===== src/hdl/qrs_pkg.sv =====
// Shared types, widths and helpers of the quadratic root solver.
// Used by the square-root cell, the divider cell and the top level; no dependencies.
package qrs_pkg;

  // Field and datapath widths
  localparam int unsigned CoefW   = 32;
  localparam int unsigned EpsW    = 16;
  localparam int unsigned DiscW   = 66;  // exact b*b-4ac before saturation
  localparam int unsigned RadW    = 66;  // square-root radicand, two bits per cell
  localparam int unsigned RootW   = RadW / 2;
  localparam int unsigned RemW    = RootW + 2;
  localparam int unsigned NumW    = 35;  // root numerators, signed
  localparam int unsigned DenW    = 33;  // 2a or b, signed
  localparam int unsigned DivXW   = 50;  // |numerator| * 2^16
  localparam int unsigned QuoW    = 33;  // quotient bits worked out by the cell row
  localparam int unsigned DivYW   = DenW + QuoW - 1;

  typedef enum logic [2:0] {
    CASE_IDENTITY = 3'd0,
    CASE_CONTRA   = 3'd1,
    CASE_LINEAR   = 3'd2,
    CASE_TWO_REAL = 3'd3,
    CASE_REPEATED = 3'd4,
    CASE_COMPLEX  = 3'd5
  } case_e;

  typedef struct packed {
    logic signed [CoefW-1:0] coef_quad;
    logic signed [CoefW-1:0] coef_lin;
    logic signed [CoefW-1:0] coef_const;
  } coef_t;

  typedef struct packed {
    logic [2:0]              case_code;
    logic [1:0]              root_count;
    logic                    disc_valid;
    logic signed [63:0]      discriminant;
    logic signed [CoefW-1:0] first_real;
    logic signed [CoefW-1:0] first_imag;
    logic signed [CoefW-1:0] second_real;
    logic signed [CoefW-1:0] second_imag;
    logic                    overflow;
  } result_t;

  // Sideband carried along the square-root row
  typedef struct packed {
    case_e            code;
    logic [63:0]      disc;
    logic             disc_ovf;
    logic [CoefW-1:0] a;
    logic [CoefW-1:0] b;
    logic [CoefW-1:0] c;
  } sqrt_side_t;

  // Sideband carried along the divider row
  typedef struct packed {
    case_e       code;
    logic [63:0] disc;
    logic        disc_ovf;
    logic        neg1;
    logic        neg2;
    logic        big1;
    logic        big2;
  } div_side_t;

  // Zero, or magnitude below epsilon
  function automatic logic near_zero(input logic [CoefW-1:0] x, input logic [EpsW-1:0] eps);
    logic [CoefW:0] xs;
    logic [CoefW:0] mag;
    xs  = {x[CoefW-1], x};
    mag = x[CoefW-1] ? (~xs + 1'b1) : xs;
    return (x == '0) || (mag < {{(CoefW+1-EpsW){1'b0}}, eps});
  endfunction

  // Apply sign to a quotient magnitude and saturate; returns {overflow, value}
  function automatic logic [CoefW:0] sat_root(input logic [QuoW-1:0] q, input logic big,
                                              input logic neg);
    logic [CoefW-1:0] v;
    logic             o;
    logic [QuoW-1:0]  qn;
    qn = ~q + 1'b1;
    o  = 1'b0;
    v  = '0;
    if (big) begin
      o = 1'b1;
      v = neg ? {1'b1, {(CoefW-1){1'b0}}} : {1'b0, {(CoefW-1){1'b1}}};
    end else if (!neg) begin
      if (q > {2'b00, {(CoefW-1){1'b1}}}) begin
        o = 1'b1;
        v = {1'b0, {(CoefW-1){1'b1}}};
      end else begin
        v = q[CoefW-1:0];
      end
    end else begin
      if (q > {2'b01, {(CoefW-1){1'b0}}}) begin
        o = 1'b1;
        v = {1'b1, {(CoefW-1){1'b0}}};
      end else begin
        v = qn[CoefW-1:0];
      end
    end
    return {o, v};
  endfunction

endpackage


===== src/hdl/qrs_sqrt_cell.sv =====
// One cell of the square-root row: settles one root bit from two radicand bits.
// Depends on qrs_pkg for widths and the sideband type.
module qrs_sqrt_cell
  import qrs_pkg::*;
(
  input  logic             clk_i,
  input  logic             rst_ni,
  input  logic             valid_i,
  input  logic [RadW-1:0]  rad_i,
  input  logic [RemW-1:0]  rem_i,
  input  logic [RootW-1:0] root_i,
  input  sqrt_side_t       side_i,
  output logic             valid_o,
  output logic [RadW-1:0]  rad_o,
  output logic [RemW-1:0]  rem_o,
  output logic [RootW-1:0] root_o,
  output sqrt_side_t       side_o
);

  logic [RemW+1:0]  raw;
  logic [RemW+1:0]  trial;
  logic             take;
  logic [RemW-1:0]  rem_d;
  logic [RootW-1:0] root_d;
  logic [RadW-1:0]  rad_d;
  logic             valid_q;
  logic [RadW-1:0]  rad_q;
  logic [RemW-1:0]  rem_q;
  logic [RootW-1:0] root_q;
  sqrt_side_t       side_q;

  // Trial subtract of 4*root+1 from the shifted remainder
  assign raw   = {rem_i, rad_i[RadW-1 -: 2]};
  assign trial = {{(RemW-RootW){1'b0}}, root_i, 2'b01};
  assign take  = (raw >= trial);

  always_comb begin
    rem_d  = take ? RemW'(raw - trial) : raw[RemW-1:0];
    root_d = {root_i[RootW-2:0], take};
    rad_d  = {rad_i[RadW-3:0], 2'b00};
  end

  // Hold the valid flag under reset
  always_ff @(posedge clk_i or negedge rst_ni) begin
    if (!rst_ni) begin
      valid_q <= 1'b0;
    end else begin
      valid_q <= valid_i;
    end
  end

  // Advance the payload
  always_ff @(posedge clk_i) begin
    rad_q  <= rad_d;
    rem_q  <= rem_d;
    root_q <= root_d;
    side_q <= side_i;
  end

  assign valid_o = valid_q;
  assign rad_o   = rad_q;
  assign rem_o   = rem_q;
  assign root_o  = root_q;
  assign side_o  = side_q;

`ifndef SYNTH
  a_rem_bounded: assert property (@(posedge clk_i) disable iff (!rst_ni)
    valid_q |-> ((RemW+1)'(rem_q) <= (RemW+1)'({root_q, 1'b0})))
    else $error("square-root remainder exceeds twice the partial root");
`endif

endmodule


===== config.mk =====
export PLATFORM = sky130hd
export DESIGN_NAME = qrs_sqrt_cell
export DESIGN_NICKNAME = d
export VERILOG_FILES = /design/src/hdl/qrs_pkg.sv /design/src/hdl/qrs_sqrt_cell.sv
export SDC_FILE = /design/constraint.sdc
export NUM_CORES = 1
export LEC_CHECK = 0
export BUFFER_PORTS_ARGS = -buffer_cell sky130_fd_sc_hd__buf_2
export CORE_AREA = 4 4 234 236
export CTS_BUF_LIST = sky130_fd_sc_hd__clkbuf_8
export DETAILED_ROUTE_END_ITERATION = 10
export DIE_AREA = 0 0 238 240
export GPL_ROUTABILITY_DRIVEN = 0
export PLACE_DENSITY_LB_ADDON = 0.12
export SLEW_MARGIN = 40
export SYNTH_ARGS = -nofsm -noshare
export SYNTH_HDL_FRONTEND = slang
export SYNTH_SLANG_ARGS = --single-unit

===== constraint.sdc =====
create_clock -name clk_i -period 0.8 [get_ports clk_i]
set_input_delay 0.04 -clock clk_i [delete_from_list [all_inputs] [get_ports clk_i]]
set_output_delay 0.04 -clock clk_i [all_outputs]
set_load 0.02 [all_outputs]

==> reports/metrics.yaml, run 1 <==
start_util_pct: 16.4
hpwl_mm: 37.0
num_rows: 84
avgSynthCellArea_sq_um: 13.2
yosysWarnings: 0
firstError: "[ERROR RSZ-0060] Max buffer count reached."
cts_buffer_depth: 3
yosysSeqAreaShare_pct: 69.1
synth_top_area_cell: "dfxtp_1"
cts_max_level: 2
synthArstFlopShare_pct: 0.337
yosysMostFrequentCell: "dfxtp_1"
synth.distinct_cells: 58
status: "stopped before the end"
cts_root_buf: "clkbuf_8"
netlist_instances: 653
io_pins: 600
synth_flop_cell: "dfxtp_1"
die_h_microns: 240
post_dp_cell_area_sq_um: 13400
synth_edf_count: 0
ctsHoldBuffers: 432
postCtsSetupBuffers: 11
syn_area_sq_um: 8610
port_buffers: 597
failed_stage: "4_1_cts"
dp.cells: 2046
cts_made_buffers: 55
cts_resized: 939
synth-seq-cells: 297
synthTopCellsByArea: "dfxtp_1 69%, ha_1 5.1%, mux2_4 4.4%, a21o_1 2.3%, xnor2_1 1.9%"
synth_common_cells: "296 x dfxtp_1, 41 x inv_1, 35 x ha_1"
die_x_microns: 238
clock-sinks: 297
synthDominantCellAreaShare_pct: 68.8
==> per-stage QoR <==
step                      utilization, %  setup slack (ns)
after floorplan                        -             -1.47
after global placement              25.6             -1.94
after detailed placement            25.6             -1.98
==> logic make-up after synthesis <==
group,Yosys count,synth area share (%)
adders and majority gates,35,5.08
other,1,0.0435
and+or+nand+nor,87,4.92
AOI/OAI and AO/OA,107,8.69
muxes,34,5.49
buffers and inverters,59,3.33
DFF,297,69.1
xor gates and xnor gates,33,3.36
==> run 2: changes to the inputs <==
CTS_BUF_LIST = default   (was sky130_fd_sc_hd__clkbuf_8)
PLACE_DENSITY_LB_ADDON = 0.15   (was 0.12)
==> run 2 against run 1 <==
- the flow now finishes, with violations (negative setup slack)
- area after synthesis is the same
- synthesized cell count is the same
==> reports/metrics.yaml, run 2 <==
drv_cap: 0
hpwl_mm: 38.6  # +4.5%
final_common_cell: "buf_6"
cts_buffer_depth: 3  # unchanged
drive_gt1_share_pct: 69.7
nets: 2064
worstPathBufferInverterCount: 4
port_buffers: 597  # unchanged
hold_path_class: "in -> reg"
timing.final.ws_setup_ns: -1.14
arrival_ns: 2.35
fin_area_sq_um: 20800
netlist_instances: 653  # unchanged
grt_usage_pct: 16.4
die_h_microns: 240  # unchanged
num_rows: 84  # unchanged
cts_root_buf: "clkbuf_16"
report.power.total_uw: 45200
synth-seq-cells: 297  # unchanged
worst-path-max-fanout: 8
grt_util_met3_pct: 5.29
cp.required_ns: 1.21
drt-initial-drc-count: 177
clk_pin_slew_ns: 0.06
synth_flop_cell: "dfxtp_1"
synthDominantCellAreaShare_pct: 68.8  # unchanged
worstPathCellList: "buf_2 > inv_2 > ha_4 > o21a_1 > o211ai_2 > a311oi_2 > nor4_4 > a2111oi_4 > o21a_2 > o211a_4 > buf_12 > buf_12 > mux2_4"
post_dp_cell_area_sq_um: 13500  # +0.45%
dr.pass1.iters: 4
min_period_ns: 1.94
cpPeakStageDelay_ns: 0.32
yosysWarnings: 0  # unchanged
post-route-period-util_pct: 242
ir_drop_uv: 1240
yosysMostFrequentCell: "dfxtp_1"
wl_per_cell_microns: 20.4
synth_top_area_cell: "dfxtp_1"
end_kind: "flip-flop"
tritoncts: "yes"
clock-sinks: 297  # unchanged
ant_nets: 0
cellLeakagePower_uw: 0.00964
core_sq_um: 52400
path_class: "in -> reg"
die_x_microns: 238  # unchanged
drt-total-wl_mm: 49.9
top_usage_layer: "met2"
crit_top_cell: "buf_12"
largest_reg_flops: 164
cts_max_level: 2  # unchanged
overflow: 0
grt_antenna_before_repair: 21
fillers: 5040
die_area_sq_um: 57100
grt_pass1_vias: 9954
maxSlewViolCount: 0
rsz0062_at_grt: "yes"
synthTopCellsByArea: "dfxtp_1 69%, ha_1 5.1%, mux2_4 4.4%, a21o_1 2.3%, xnor2_1 1.9%"
crit_family: "compound AO/OA/AOI/OAI gates"
synth_edf_count: 0  # unchanged
yosysSeqAreaShare_pct: 69.1  # unchanged
vias_per_cell: 3.70
drc: 0
synthArstFlopShare_pct: 0.337  # unchanged
via_count: 9086
violations: "negative setup slack"
final_cell_mix: "308 x buf_6, 298 x dlygate4sd3_1, 293 x dfxtp_2, 291 x buf_2, 144 x buf_4"
io_pins: 600  # unchanged
p_per_area_nw_per_um2: 2170
syn_area_sq_um: 8610  # unchanged
met1_usage_pct: 17.9
hold_viol: 0
grtUsageMet2_pct: 28.9
worst_path_max_delay_cell: "a2111oi_4"
start_util_pct: 16.4  # unchanged
setup-violations-final: 333
synth.distinct_cells: 58  # unchanged
avgSynthCellArea_sq_um: 13.2  # unchanged
areaGrowthSynthToFinish_pct: 142
grt_pass1_wl_mm: 68.7
grt_max_degree: 15
synth_common_cells: "296 x dfxtp_1, 41 x inv_1, 35 x ha_1"
critPathLaunchType: "input pin"
status: "finished with violations"
cts_made_buffers: 37  # -33%
fmax_ghz: 0.516
-- run 2: per-stage QoR --
stage | std cells | util [%] | setup TNS, ns | hold slack (ns) | worst slack (ns)
finish | 2453 | 39.7 | -103.86 | 0.0762 | -1.14
global route | 2450 | 39.7 | -120.29 | 0.0665 | -1.21
CTS | 2433 | 38.8 | -121.72 | -0.408 | -1.24
floorplan | 654 | - | -50.80 | -0.256 | -1.47
global placement | 2054 | 25.7 | -66.34 | -0.183 | -1.91
detailed placement | 2054 | 25.7 | -66.89 | -0.183 | -1.93
-- run 2: cells by family (layout without fill, tap and decap cells) --
group                    Yosys count  after routing  synth area share [%]
XOR/XNOR                          33             33                  3.36
buffers and inverters             59           1159                  3.33
other                              1             13                0.0435
multiplexers                      34             34                  5.49
flip-flops                       297            297                  69.1
adder cells (fa/ha/maj)           35             35                  5.08
AND/OR/NAND/NOR                   87             87                  4.92
AO/OA/AOI/OAI                    107            107                  8.69
-- run 2: power by group --
group          total, uW  leakage [uW]  internal, uW  switching, uW
combinational      10700       0.00650          6020           4630
sequential         16800       0.00251         16200            607
clock              17800      0.000635         10800           6900
-- run 2: cell type report --
type	instances	area (sq um)	share of cell area (%)
timing repair buffer	1053	9200	44.2
sequential	297	6330	30.4
multi-input combinational	298	2920	14.0
clock buffer	45	1030	4.93
tap	688	861	4.13
clock inverter	20	270	1.30
inverter	41	179	0.859
antenna	11	27.5	0.132
-- run 2: final timing paths --
kind	start	end	slack, ns	depth (start not counted)
setup / recovery	root_i[4]	rem_o[17]	-1.14	13
hold / removal	rem_i[9]	rem_o[11]	0.08	4
max in group asynchronous	rst_ni	valid_o	0.31	3
min in group asynchronous	rst_ni	valid_o	0.39	3
-- run 2: timing repair --
item,CTS,global route
pin swaps,15,25
setup buffers,17,10
cloned,2,0
endpoints found under the setup margin,333,333
resized for setup,933,70
hold endpoints to repair,296,1
hold buffers,297,1
-- run 2: metal layers --
layer | vias up | part of all wire, %
met5 | - | 0.14
met4 | 12 | 4.5
met3 | 91 | 6.8
met2 | 356 | 51
met1 | 4251 | 38
li1 | 4376 | -
Power figures use the tool's default switching activity.
