## src/hdl/qrs_pkg.sv

```systemverilog
// Shared types, widths and helpers of the quadratic root solver.
// Used by the square-root cell, the divider cell and the top level; no dependencies.
package qrs_pkg;

  // Field and datapath widths
  localparam int unsigned CoefW   = 32;
  localparam int unsigned EpsW    = 16;
  localparam int unsigned DiscW   = 66;  // exact b*b-4ac before saturation
  localparam int unsigned RadW    = 66;  // square-root radicand, two bits per cell
  localparam int unsigned RootW   = RadW / 2;
  localparam int unsigned RemW    = RootW + 2;
  localparam int unsigned NumW    = 35;  // root numerators, signed
  localparam int unsigned DenW    = 33;  // 2a or b, signed
  localparam int unsigned DivXW   = 50;  // |numerator| * 2^16
  localparam int unsigned QuoW    = 33;  // quotient bits worked out by the cell row
  localparam int unsigned DivYW   = DenW + QuoW - 1;

  typedef enum logic [2:0] {
    CASE_IDENTITY = 3'd0,
    CASE_CONTRA   = 3'd1,
    CASE_LINEAR   = 3'd2,
    CASE_TWO_REAL = 3'd3,
    CASE_REPEATED = 3'd4,
    CASE_COMPLEX  = 3'd5
  } case_e;

  typedef struct packed {
    logic signed [CoefW-1:0] coef_quad;
    logic signed [CoefW-1:0] coef_lin;
    logic signed [CoefW-1:0] coef_const;
  } coef_t;

  typedef struct packed {
    logic [2:0]              case_code;
    logic [1:0]              root_count;
    logic                    disc_valid;
    logic signed [63:0]      discriminant;
    logic signed [CoefW-1:0] first_real;
    logic signed [CoefW-1:0] first_imag;
    logic signed [CoefW-1:0] second_real;
    logic signed [CoefW-1:0] second_imag;
    logic                    overflow;
  } result_t;

  // Sideband carried along the square-root row
  typedef struct packed {
    case_e            code;
    logic [63:0]      disc;
    logic             disc_ovf;
    logic [CoefW-1:0] a;
    logic [CoefW-1:0] b;
    logic [CoefW-1:0] c;
  } sqrt_side_t;

  // Sideband carried along the divider row
  typedef struct packed {
    case_e       code;
    logic [63:0] disc;
    logic        disc_ovf;
    logic        neg1;
    logic        neg2;
    logic        big1;
    logic        big2;
  } div_side_t;

  // Zero, or magnitude below epsilon
  function automatic logic near_zero(input logic [CoefW-1:0] x, input logic [EpsW-1:0] eps);
    logic [CoefW:0] xs;
    logic [CoefW:0] mag;
    xs  = {x[CoefW-1], x};
    mag = x[CoefW-1] ? (~xs + 1'b1) : xs;
    return (x == '0) || (mag < {{(CoefW+1-EpsW){1'b0}}, eps});
  endfunction

  // Apply sign to a quotient magnitude and saturate; returns {overflow, value}
  function automatic logic [CoefW:0] sat_root(input logic [QuoW-1:0] q, input logic big,
                                              input logic neg);
    logic [CoefW-1:0] v;
    logic             o;
    logic [QuoW-1:0]  qn;
    qn = ~q + 1'b1;
    o  = 1'b0;
    v  = '0;
    if (big) begin
      o = 1'b1;
      v = neg ? {1'b1, {(CoefW-1){1'b0}}} : {1'b0, {(CoefW-1){1'b1}}};
    end else if (!neg) begin
      if (q > {2'b00, {(CoefW-1){1'b1}}}) begin
        o = 1'b1;
        v = {1'b0, {(CoefW-1){1'b1}}};
      end else begin
        v = q[CoefW-1:0];
      end
    end else begin
      if (q > {2'b01, {(CoefW-1){1'b0}}}) begin
        o = 1'b1;
        v = {1'b1, {(CoefW-1){1'b0}}};
      end else begin
        v = qn[CoefW-1:0];
      end
    end
    return {o, v};
  endfunction

endpackage

```

## src/hdl/qrs_div_cell.sv

```systemverilog
// One cell of the divider row: settles one quotient bit in each of two lanes
// that share a divisor. Depends on qrs_pkg for widths and the sideband type.
module qrs_div_cell
  import qrs_pkg::*;
(
  input  logic             clk_i,
  input  logic             rst_ni,
  input  logic             valid_i,
  input  logic [DivYW-1:0] ys_i,
  input  logic [DivXW-1:0] r1_i,
  input  logic [DivXW-1:0] r2_i,
  input  logic [QuoW-1:0]  q1_i,
  input  logic [QuoW-1:0]  q2_i,
  input  div_side_t        side_i,
  output logic             valid_o,
  output logic [DivYW-1:0] ys_o,
  output logic [DivXW-1:0] r1_o,
  output logic [DivXW-1:0] r2_o,
  output logic [QuoW-1:0]  q1_o,
  output logic [QuoW-1:0]  q2_o,
  output div_side_t        side_o
);

  logic             take1;
  logic             take2;
  logic [DivXW-1:0] r1_d;
  logic [DivXW-1:0] r2_d;
  logic             valid_q;
  logic [DivYW-1:0] ys_q;
  logic [DivXW-1:0] r1_q;
  logic [DivXW-1:0] r2_q;
  logic [QuoW-1:0]  q1_q;
  logic [QuoW-1:0]  q2_q;
  div_side_t        side_q;

  // Restoring step against the shifted divisor
  assign take1 = (DivYW'(r1_i) >= ys_i);
  assign take2 = (DivYW'(r2_i) >= ys_i);

  always_comb begin
    r1_d = take1 ? (r1_i - ys_i[DivXW-1:0]) : r1_i;
    r2_d = take2 ? (r2_i - ys_i[DivXW-1:0]) : r2_i;
  end

  // Hold the valid flag under reset
  always_ff @(posedge clk_i or negedge rst_ni) begin
    if (!rst_ni) begin
      valid_q <= 1'b0;
    end else begin
      valid_q <= valid_i;
    end
  end

  // Advance the payload; the divisor moves one place down per cell
  always_ff @(posedge clk_i) begin
    ys_q   <= {1'b0, ys_i[DivYW-1:1]};
    r1_q   <= r1_d;
    r2_q   <= r2_d;
    q1_q   <= {q1_i[QuoW-2:0], take1};
    q2_q   <= {q2_i[QuoW-2:0], take2};
    side_q <= side_i;
  end

  assign valid_o = valid_q;
  assign ys_o    = ys_q;
  assign r1_o    = r1_q;
  assign r2_o    = r2_q;
  assign q1_o    = q1_q;
  assign q2_o    = q2_q;
  assign side_o  = side_q;

`ifndef SYNTH
  // the last cell drops the divisor's low bit on the shift, so bound by it set
  a_rem_below_divisor: assert property (@(posedge clk_i) disable iff (!rst_ni)
    (valid_q && !side_q.big1) |-> ((DivYW+1)'(r1_q) < {ys_q, 1'b1}))
    else $error("divider partial remainder not below the divisor");
`endif

endmodule

```

## config.mk

```make
export PLATFORM = sky130hd
export DESIGN_NAME = qrs_div_cell
export DESIGN_NICKNAME = d
export VERILOG_FILES = /design/src/hdl/qrs_pkg.sv /design/src/hdl/qrs_div_cell.sv
export SDC_FILE = /design/constraint.sdc
export NUM_CORES = 1
export LEC_CHECK = 0
export BUFFER_PORTS_ARGS = -buffer_cell sky130_fd_sc_hd__buf_2
export CAP_MARGIN = 20
export CORE_AREA = 2 2 241 243
export DETAILED_ROUTE_END_ITERATION = 10
export DIE_AREA = 0 0 243 245
export SLEW_MARGIN = 25
export SYNTH_ARGS = -nofsm -noshare
export SYNTH_HDL_FRONTEND = slang
export SYNTH_SLANG_ARGS = --single-unit
```

## constraint.sdc

```tcl
create_clock -name clk_i -period 0.8 [get_ports clk_i]
set_input_delay 0.12 -clock clk_i [delete_from_list [all_inputs] [get_ports clk_i]]
set_output_delay 0.12 -clock clk_i [all_outputs]
set_load 0.1 [all_outputs]
```

# Yosys cells after proc, flatten, opt, wreduce, memory -nomap -nowiden
# Cells that the tools add are included.
# Widths: inputs -> output; s select.
word_totals:
  register_bits: 303
  out_inout_bits: 304
  word_cells: 19
classes:
  n_addsub: 2
  magnitude_cmp: 2
  n_mux: 2
op_table:
  columns: ["operator", "n"]
  rows:
  - ["$ge 50x65->1", 2]
  - ["$mux 50", 2]
  - ["$sub 50x50->50", 2]

# Longest topological paths before layout
# Gate-level depths: netlist (run 1).
depth:
  depth_word: 2
  depth_mapped: 15
  ltp_nobuf: 13

# Worst setup path before layout (run 1)
# OpenSTA, ideal clock, no wires.
synth_timing:
  path_type: "input to register"
  startpoint: "input r2_i[0]"
  endpoint: "register r2_q[46], in the netlist r2_o[46]"
  setup_ns: 0.121
  arrival_ns: 2.685
  required_ns: 0.679
  path_slack_ns: -2.006
  stages: 13
  n_path_buf: 0
  path_cell_list: "inv_1 > ha_1 > fa_1 > nor2b_1 > o21bai_1 > a21oi_1 > nor2_1 > o31a_1 > a21boi_0 > a2111oi_0 > o41ai_1 > xor2_1 > mux2_2"
synth_between:
  elab_chain_cells: 2
  word_cells_on_any_way: 3
synth_lines:
  columns: ["element", "line", "source"]
  rows:
  - ["start, declared", "qrs_div_cell.sv:11", "input logic [DivXW-1:0] r2_i,"]
  - ["$ge 50x65->1 / $sub 50x50->50 (equally long branches)", "qrs_div_cell.sv:38, qrs_div_cell.sv:42", null]
  - ["$mux 50 *", "qrs_div_cell.sv:42", "r2_d = take2 ? (r2_i - ys_i[DivXW-1:0]) : r2_i;"]
  - ["named net r2_d[46]", "qrs_div_cell.sv:27", "logic [DivXW-1:0] r2_d;"]
  - ["end signal, assigned", "qrs_div_cell.sv:58", "r2_q <= r2_d;"]
  - ["end, declared", "qrs_div_cell.sv:31", "logic [DivXW-1:0] r2_q;"]
# The timed path passes the listed nets; every way through them passes the cells marked *.

# Worst setup path after layout (run 1)
layout_timing:
  startpoint: "input ys_i[6]"
  endpoint: "register r2_q[45], in the netlist r2_o[45]"
layout_between:
  elab_chain_cells: 2
  word_cells_on_any_way: 3
layout_lines:
  columns: ["element", "line", "source"]
  rows:
  - ["start, declared", "qrs_div_cell.sv:9", "input logic [DivYW-1:0] ys_i,"]
  - ["$ge 50x65->1 / $sub 50x50->50 (equally long branches)", "qrs_div_cell.sv:38, qrs_div_cell.sv:42", null]
  - ["$mux 50 *", "qrs_div_cell.sv:42", null]
  - ["named net r2_d[45]", "qrs_div_cell.sv:27", null]
# Marks and branches as above.

==> reports/metrics.cfg, run 1 <==
[clock_network]
clkTransAtPathRegs_ps = 60
cts_buffers = 37
cts-root-buf = clkbuf_16
cts_max_level = 2
cts.path.max_buffers = 3
cts_tree = done
cts_num_sinks = 303

[worst_setup_path]
worstSetupStartpointType = primary input
cp_cell_sequence = buf_8, clkinvlp_4, ha_4, a2111oi_4, inv_1, o2111a_2, a21oi_4, a2bb2oi_4, a21oi_2, a21oi_2, o31ai_4, buf_12, buf_12, buf_16, o21a_1
cp_max_fo = 5
slowest_stage = o2111a_2
arrival_ps = 2790
crit_type = in -> reg
crit_required_ps = 1210
worst_setup_path_end_kind = flop
slowest_delay_ps = 330

[placed_design]
dpl.hpwl_microns = 54150
placed_cell_area_sq_mm = 0.02546
placed_cells = 3136
dp_slack_ps = -2458
io_buffer_count = 606
gp_congestion = 0.9300

[hold_path]
hold_path.class = in -> reg
holdPathEnd = r1_o[0]$_DFF_P_
hp-start = r1_i[0]
hold_depth = 3

[detailed_routing]
route.met2.wl_microns = 39940
drc_errors = 0
dr_total_vias = 16390
wl_met3_microns = 4306
avgViaCountPerCell = 4.576
wirelength_met1_microns = 28900
routed_wl_microns = 76450
postRouteAntennaNets = 0
first_pass_iters = 5
drt_iter0_drc = 666
highest_layer = met5
wire_per_inst_microns = 21.34

[sta]
maxSlewViolCount = 0
setup_viol = 405
finalWorstSetupSlack_ps = -1583
rsz0062_at_grt = yes
tightest_slew_ps = 557.1
setup_tns_ps = -266760
hold_violations = 1
whs_ps = -211.1
slew_headroom = 0.6252
max_freq_mhz = 419.7
finalCritPeriodShare = 2.978
layout_min_cycle_time_ps = 2383

[power_and_ir_drop]
p_leak_nw = 14.75
ir_drop_mv = 1.429
total_power_mw = 57.19
p_per_area_mw_per_mm2 = 1716

[synth]
synth-compound-area-share = 0.1933
synth_async_sr_flop_share = 0.003300
syn_inst = 1397
synth_seq_cells = 303
synth.mux.area_fraction = 0.01377
synthAdderAreaFrac = 0.09936
ys_warn_count = 0
synth_xor_area_frac = 0.06066
syn_nets = 1805
synth_cell_types = 72
synth_top_family_by_area = compound AO/OA/AOI/OAI gates
syn_area_sq_mm = 0.01299
seq_area_frac_synth = 0.4672
avgSynthCellArea_sq_um = 9.302
ys_dominant_reg_cell = dfxtp_1
synth_edf_count = 0
yosys.area_share.simple = 0.1251

[grt]
grt_overflow = 0
antenna_found_initial = 13
grt_pass1_wl_microns = 110700
grt_max_degree = 15
grt_pass1_vias = 17710
groute.usage.overall = 0.2449

[floorplanning]
initial_core_util = 0.2278
die_h_microns = 245
chipWidth_microns = 243
die_area_sq_mm = 0.05954
core-area_sq_mm = 0.05703
num_rows = 88
num_io_pins = 610

[cells_and_area]
fin_nets = 3194
final_util = 0.5842
mostFrequentLayoutCells = buf_4, buf_12, dlygate4sd3_1
final_cells = 3582
drive_gt1_frac = 0.6613
final_area_sq_mm = 0.03332
area_delta_synth_final_pct = 156.4
final_common_cell = buf_4
fillers = 4417

[run_status]
status = finished, violations left
violations = hold timing, setup timing

[job]
cap_viol_max_count = 0

## power by group
group / internal (mW) / leakage, nW / switching, mW / total, mW
Clock: 11.2 / 0.628 / 7.19 / 18.4
Sequential: 16.1 / 2.57 / 0.725 / 16.8
Combinational: 9.74 / 11.6 / 12.3 / 22.0
Total: 37.0 / 14.7 / 20.2 / 57.2
## worst max-delay path, delay by kind of cell
family                     cells  cell delay, ps
AOI/OAI and AO/OA              8            1650
buffers and inverters          6             750
adders and majority gates      1             260
## Yosys cell counts (12+ instances only)
master	count	area [sq um]
inv_1	81	304.0
nand3_1	20	100.1
nor2_1	82	307.8
a21o_1	28	210.2
ha_1	100	1251
a211oi_1	18	135.1
nand4_1	30	187.7
o21ai_0	105	525.5
and3_1	12	75.07
clkbuf_1	36	135.1
a31oi_1	17	106.4
xnor2_1	50	437.9
nor3_1	14	70.07
o21bai_1	22	165.2
nand2_1	124	465.5
xor2_1	40	350.3
a21oi_1	135	675.7
mux2_2	15	168.9
dfxtp_1	302	6046
o21a_1	12	90.09
nor2b_1	12	75.07
## cell type report
cell class	instances	area, sq um	share of cell area
inverters	81	387.9	0.01164
flip-flops and latches	303	6480	0.1945
multi-input cells	961	8899	0.2671
repair buffers	1402	15290	0.4589
well taps	765	957.2	0.02873
clock buffers	46	999.7	0.03000
diodes	6	15.01	0.0004506
clock inverters	18	292.8	0.008787
## per-layer routing
metal | vias up | track usage
met5 | - | 0
met2 | 565 | 0.4541
met3 | 178 | 0.05784
met1 | 7898 | 0.2681
met4 | 16 | 0.09636
li1 | 7733 | -
## logic make-up after synthesis
| logic type | count (synthesis) |
|---|---|
| AOI/OAI and AO/OA | 409 |
| xor gates and xnor gates | 90 |
| buffers and inverters | 134 |
| DFF | 303 |
| muxes | 16 |
| other | 1 |
| and+or+nand+nor | 342 |
| adders and majority gates | 102 |
## registers in the layout, summed over array words and instances (netlist names)
register and flops:
r2_o 50, q2_o 33, r1_o 50, q1_o 33, side_o 72, valid_o 1
ys_o 64
## what timing repair did
action,CTS,global route
setup buffers,48,13
pin swaps,148,77
hold buffers,301,1
gates resized for setup,450,181
cloned,23,1
hold endpoints to repair,301,2
endpoints found under the setup margin,405,405
## how the worst max path moves through the flow
| stage | start | end | slack [ps] | depth (start not counted) |
|---|---|---|---|---|
| after global placement | ys_i[0] | r2_o[36]$_DFF_P_ | -2450 | 15 |
| after global routing | ys_i[6] | r2_o[45]$_DFF_P_ | -1690 | 15 |
| after CTS | ys_i[6] | r2_o[10]$_DFF_P_ | -1520 | 16 |
| final | ys_i[6] | r2_o[45]$_DFF_P_ | -1580 | 15 |
| after floorplan | ys_i[36] | r2_o[11]$_DFF_P_ | -1850 | 13 |
| after detailed placement | ys_i[0] | r2_o[42]$_DFF_P_ | -2460 | 14 |
(Power assumes the default switching activity.)
==> inputs of run 2 (changes only) <==
--- a/constraint.sdc
+++ b/constraint.sdc
@@ -3,2 +3,2 @@
 set_output_delay 0.12 -clock clk_i [all_outputs]
-set_load 0.1 [all_outputs]
+set_load 0.005 [all_outputs]
==> run 2 against run 1 <==
The flow finishes with violations (setup timing). Die area unchanged. Non-clock buffer count rose by 15. Total power is 15% lower. Global-route usage is 2.5 points lower. Cell count grew 0.50%. Combinational power down 38%. Clock power about the same.
==> reports/metrics.cfg, run 2 (same netlist as run 1, synthesis figures left out) <==
[placed_design]
dpl.hpwl_microns = 52020
dp_slack_ps = -2518
gp_congestion = 0.9245
placed_cells = 3149
io_buffer_count = 606

[sta]
rsz0062_at_grt = yes
tightest_slew_ps = 607.4
finalCritPeriodShare = 3.016
max_freq_mhz = 414.5
setup_viol = 405
hold_violations = 0
finalWorstSetupSlack_ps = -1613
slew_headroom = 0.5914
maxSlewViolCount = 0
layout_min_cycle_time_ps = 2413
setup_tns_ps = -242100

[worst_setup_path]
worst_setup_path_end_kind = flop
slowest_delay_ps = 390
slowest_stage = ha_2
crit_type = in -> reg
critical_path_buf_inv_count = 5
worstSetupStartpointType = primary input
cpMostUsedCell = buf_4
crit_required_ps = 1250
cp_cell_sequence = buf_2, inv_1, ha_2, buf_4, and3_2, nand4_1, buf_4, o31a_1, a21boi_1, buf_4, a2111oi_4, o41ai_2, xor2_1, mux2_4
arrival_ps = 2860
cp_max_fo = 6
critical_path.top_delay_family = compound AO/OA/AOI/OAI gates

[grt]
groute.usage.overall = 0.2195
grt_pass1_vias = 16550
grt_overflow = 0
grt_max_degree = 21
grt_pass1_wl_microns = 98890
antenna_found_initial = 14

[cells_and_area]
area_delta_synth_final_pct = 122.1
final_cells = 3600
drive_gt1_frac = 0.6016
largest_reg_flops = 72
multi_input_area_sq_mm = 0.008378
fin_nets = 3208
final_common_cell = buf_2
seq_area_sq_mm = 0.006294
fillers = 5069
mostFrequentLayoutCells = buf_2, buf_4, dlygate4sd3_1

[detailed_routing]
postRouteAntennaNets = 0
wire_per_inst_microns = 19.99
drc_errors = 0
avgViaCountPerCell = 4.523
drt_iter0_drc = 760
dr_total_vias = 16280
routed_wl_microns = 71960
first_pass_iters = 5

[power_and_ir_drop]
p_leak_nw = 13.35
p_per_area_mw_per_mm2 = 1683
ir_drop_mv = 1.426
total_power_mw = 48.58

[floorplanning]
num_rows = 88
die_h_microns = 245
initial_core_util = 0.2278
die_area_sq_mm = 0.05954
core-area_sq_mm = 0.05703
num_io_pins = 610
chipWidth_microns = 243

[clock_network]
cts_tree = done
clkTransAtPathRegs_ps = 60
cts_num_sinks = 303
cts-root-buf = clkbuf_16
cts_buffers = 37
cts.path.max_buffers = 3
cts_max_level = 2

[hold_path]
hold_path.class = in -> reg

[run_status]
violations = setup timing
status = finished, violations left

[job]
cap_viol_max_count = 0

[run 2: cell count changes in the layout (fill, tap and decap cells not counted), moves of 17 or more]
cell,before,now
nand2_2,16,33
buf_6,38,168
buf_12,326,19
nand2_4,39,22
dfxtp_1,0,130
buf_16,19,2
buf_2,274,453
ha_4,63,45
dfxtp_2,290,169
[run 2: area by class of cell]
type	instances	share of cell area
antenna	6	0.0005202
clock buffer	47	0.03689
clock inverter	21	0.009753
inverter	81	0.01357
multi-input combinational	960	0.2902
sequential	303	0.2180
tap	765	0.03316
timing repair buffer	1417	0.3978
[run 2: per-stage QoR]
step | hold WS (ps) | util | cell area [sq um]
2_1_floorplan | -175.6 | - | 13740
3_3_place_gp | -76.94 | 0.3625 | 20670
3_5_place_dp | -75.22 | 0.3625 | 20670
4_1_cts | -349.9 | 0.4660 | 26580
5_1_grt | 13.63 | 0.5059 | 28850
6_report | 18.91 | 0.5061 | 28870
[run 2: path summary, 6_finish.rpt]
path	start	to	slack, ps	cells past startpoint
setup / recovery	ys_i[12]	r2_o[46]$_DFF_P_	-1610	14
max in group asynchronous	rst_ni	valid_o$_DFF_PN0_	200	3
min in group asynchronous	rst_ni	valid_o$_DFF_PN0_	470	3
hold / removal	ys_i[1]	r1_o[1]$_DFF_P_	20	3
[run 2: what timing repair did]
item / in CTS / in global routing
buffers inserted: 32 / 36
endpoints found under the hold margin: 302 / 3
cloned: 4 / 10
pin swaps: 62 / 94
gates resized for setup: 372 / 475
endpoints found under the setup margin: 405 / 405
hold buffers: 302 / 3
[run 2: routing by layer]
metal	wire length [microns]	track usage	vias to the layer above
met2	36290	0.3924	574
met3	4433	0.05751	182
met4	3715	0.09906	16
met1	27400	0.2439	7736
met5	115	0	-
li1	-	-	7774
[run 2: power by group]
group          total (mW)  switching (mW)  leakage (nW)  internal (mW)
sequential           16.3           0.354          2.56           16.0
clock                18.5            7.53         0.663           11.0
combinational        13.7            6.24          10.1           7.49
==> inputs of run 3 (changes only) <==
--- a/constraint.sdc
+++ b/constraint.sdc
@@ -3,2 +3,2 @@
 set_output_delay 0.12 -clock clk_i [all_outputs]
-set_load 0.005 [all_outputs]
+set_load 0.01 [all_outputs]
==> run 3 against run 2 <==
The flow finishes with violations (hold timing, setup timing). Global-route usage about the same. Core utilization rose by 0.93 points. Critical endpoint unchanged. Cell count down 0.19%. Critical path depth unchanged. Highest routed layer unchanged. Hold slack got worse by 38 ps. Die area unchanged. Critical path type unchanged. Fmax decreased by 0.27%.
==> reports/metrics.cfg, run 3 (same netlist as run 1, synthesis figures left out) <==
[run_status]
status = finished, violations left
violations = hold timing, setup timing

[clock_network]
cts-root-buf = clkbuf_16
cts_num_sinks = 303
cts_max_level = 2
cts.path.max_buffers = 3
cts_tree = done
clkTransAtPathRegs_ps = 60
cts_buffers = 37

[power_and_ir_drop]
ir_drop_mv = 1.446
p_leak_nw = 13.48
p_per_area_mw_per_mm2 = 1676

[sta]
setup_tns_ps = -245610
slew_headroom = 0.5870
setup_viol = 405
rsz0062_at_grt = yes
tightest_slew_ps = 613.9
hold_violations = 1
layout_min_cycle_time_ps = 2419
finalCritPeriodShare = 3.024
max_freq_mhz = 413.4
whs_ps = -19.19
finalWorstSetupSlack_ps = -1619
maxSlewViolCount = 0

[placed_design]
io_buffer_count = 606
dpl.hpwl_microns = 52020
dp_slack_ps = -2518
gp_congestion = 0.9245

[grt]
groute.usage.overall = 0.2196
grt_pass1_wl_microns = 99100
grt_max_degree = 21
grt_overflow = 0
grt_pass1_vias = 16580
antenna_found_initial = 12

[job]
cap_viol_max_count = 0

[cells_and_area]
fillers = 4935
largest_reg_flops = 72
final_util = 0.5154
mostFrequentLayoutCells = buf_4, buf_2, dlygate4sd3_1
area_delta_synth_final_pct = 126.2
final_common_cell = buf_4
fin_nets = 3205
drive_gt1_frac = 0.6146

[worst_setup_path]
slowest_delay_ps = 390
cp_max_fo = 6
worstSetupStartpointType = primary input
arrival_ps = 2870
cp_cell_sequence = buf_2, inv_1, ha_2, buf_4, and3_2, nand4_1, buf_4, o31a_1, a21boi_1, buf_4, a2111oi_4, o41ai_2, xor2_1, mux2_4
crit_type = in -> reg
crit_start = ys_i[12]
crit_required_ps = 1250
critical_path.top_delay_family = compound AO/OA/AOI/OAI gates
slowest_stage = ha_2
cpMostUsedCell = buf_4
worst_setup_path_end_kind = flop
critical_path_buf_inv_count = 5

[detailed_routing]
routed_wl_microns = 72730
wire_per_inst_microns = 20.24
postRouteAntennaNets = 0
avgViaCountPerCell = 4.528
first_pass_iters = 5
dr_total_vias = 16270
drt_iter0_drc = 715
drc_errors = 0

[floorplanning]
die_area_sq_mm = 0.05954
num_rows = 88
num_io_pins = 610
core-area_sq_mm = 0.05703
initial_core_util = 0.2278
chipWidth_microns = 243
die_h_microns = 245

[hold_path]
hold_path.class = in -> reg
hp-start = ys_i[1]

==> run 3: metal layers <==
| metal | vias up | global-route usage | share of wire | routed length (microns) |
|---|---|---|---|---|
| li1 | 7762 | - | - | - |
| met1 | 7793 | 0.2462 | 0.39 | 28270 |
| met2 | 542 | 0.3950 | 0.51 | 37020 |
| met3 | 159 | 0.05489 | 0.056 | 4092 |
| met4 | 14 | 0.09202 | 0.045 | 3241 |
| met5 | - | 0 | 0.0014 | 102 |
==> run 3: what timing repair did <==
action / CTS / global route
buffers inserted: 32 / 36
pin swaps: 61 / 112
resized for setup: 262 / 733
setup endpoints to repair: 405 / 405
hold buffers: 302 / 3
gates cloned: 4 / 11
endpoints found under the hold margin: 302 / 4
==> run 3: worst paths after layout <==
check                               endpoint  slack (ps)  cells past startpoint
worst max-delay path        r2_o[46]$_DFF_P_       -1620                     14
worst min-delay path         r1_o[1]$_DFF_P_         -20                      3
max in group asynchronous  valid_o$_DFF_PN0_         200                      3
min in group asynchronous  valid_o$_DFF_PN0_         480                      3
==> run 3: where the power goes <==
part           internal, mW  leakage, nW  switching, mW
Clock                  11.0        0.663           7.55
Combinational          7.75         10.3           6.57
Sequential             16.0         2.56          0.414
==> run 3: cell type report <==
cell class                 count  area, sq um  area share
tap                          765        957.2     0.03256
clock inverter                21        281.5    0.009578
timing repair buffer        1413        11900      0.4049
sequential                   303         6336      0.2156
inverter                      81        396.6     0.01349
antenna                        2        5.005   0.0001703
clock buffer                  47         1065     0.03623
multi-input combinational    961         8449      0.2875
==> run 3: through the flow <==
step                hold WS (ps)  cells  total power, mW  cell area, sq um
floorplan                 -175.6   1397            21.47             13740
global placement          -76.94   3149            27.07             20670
detailed placement        -75.22   3149            27.14             20670
CTS                       -349.9   3554            47.73             26310
global route              -27.59   3592            51.47             29390
finish                    -19.19   3593            49.27             29390
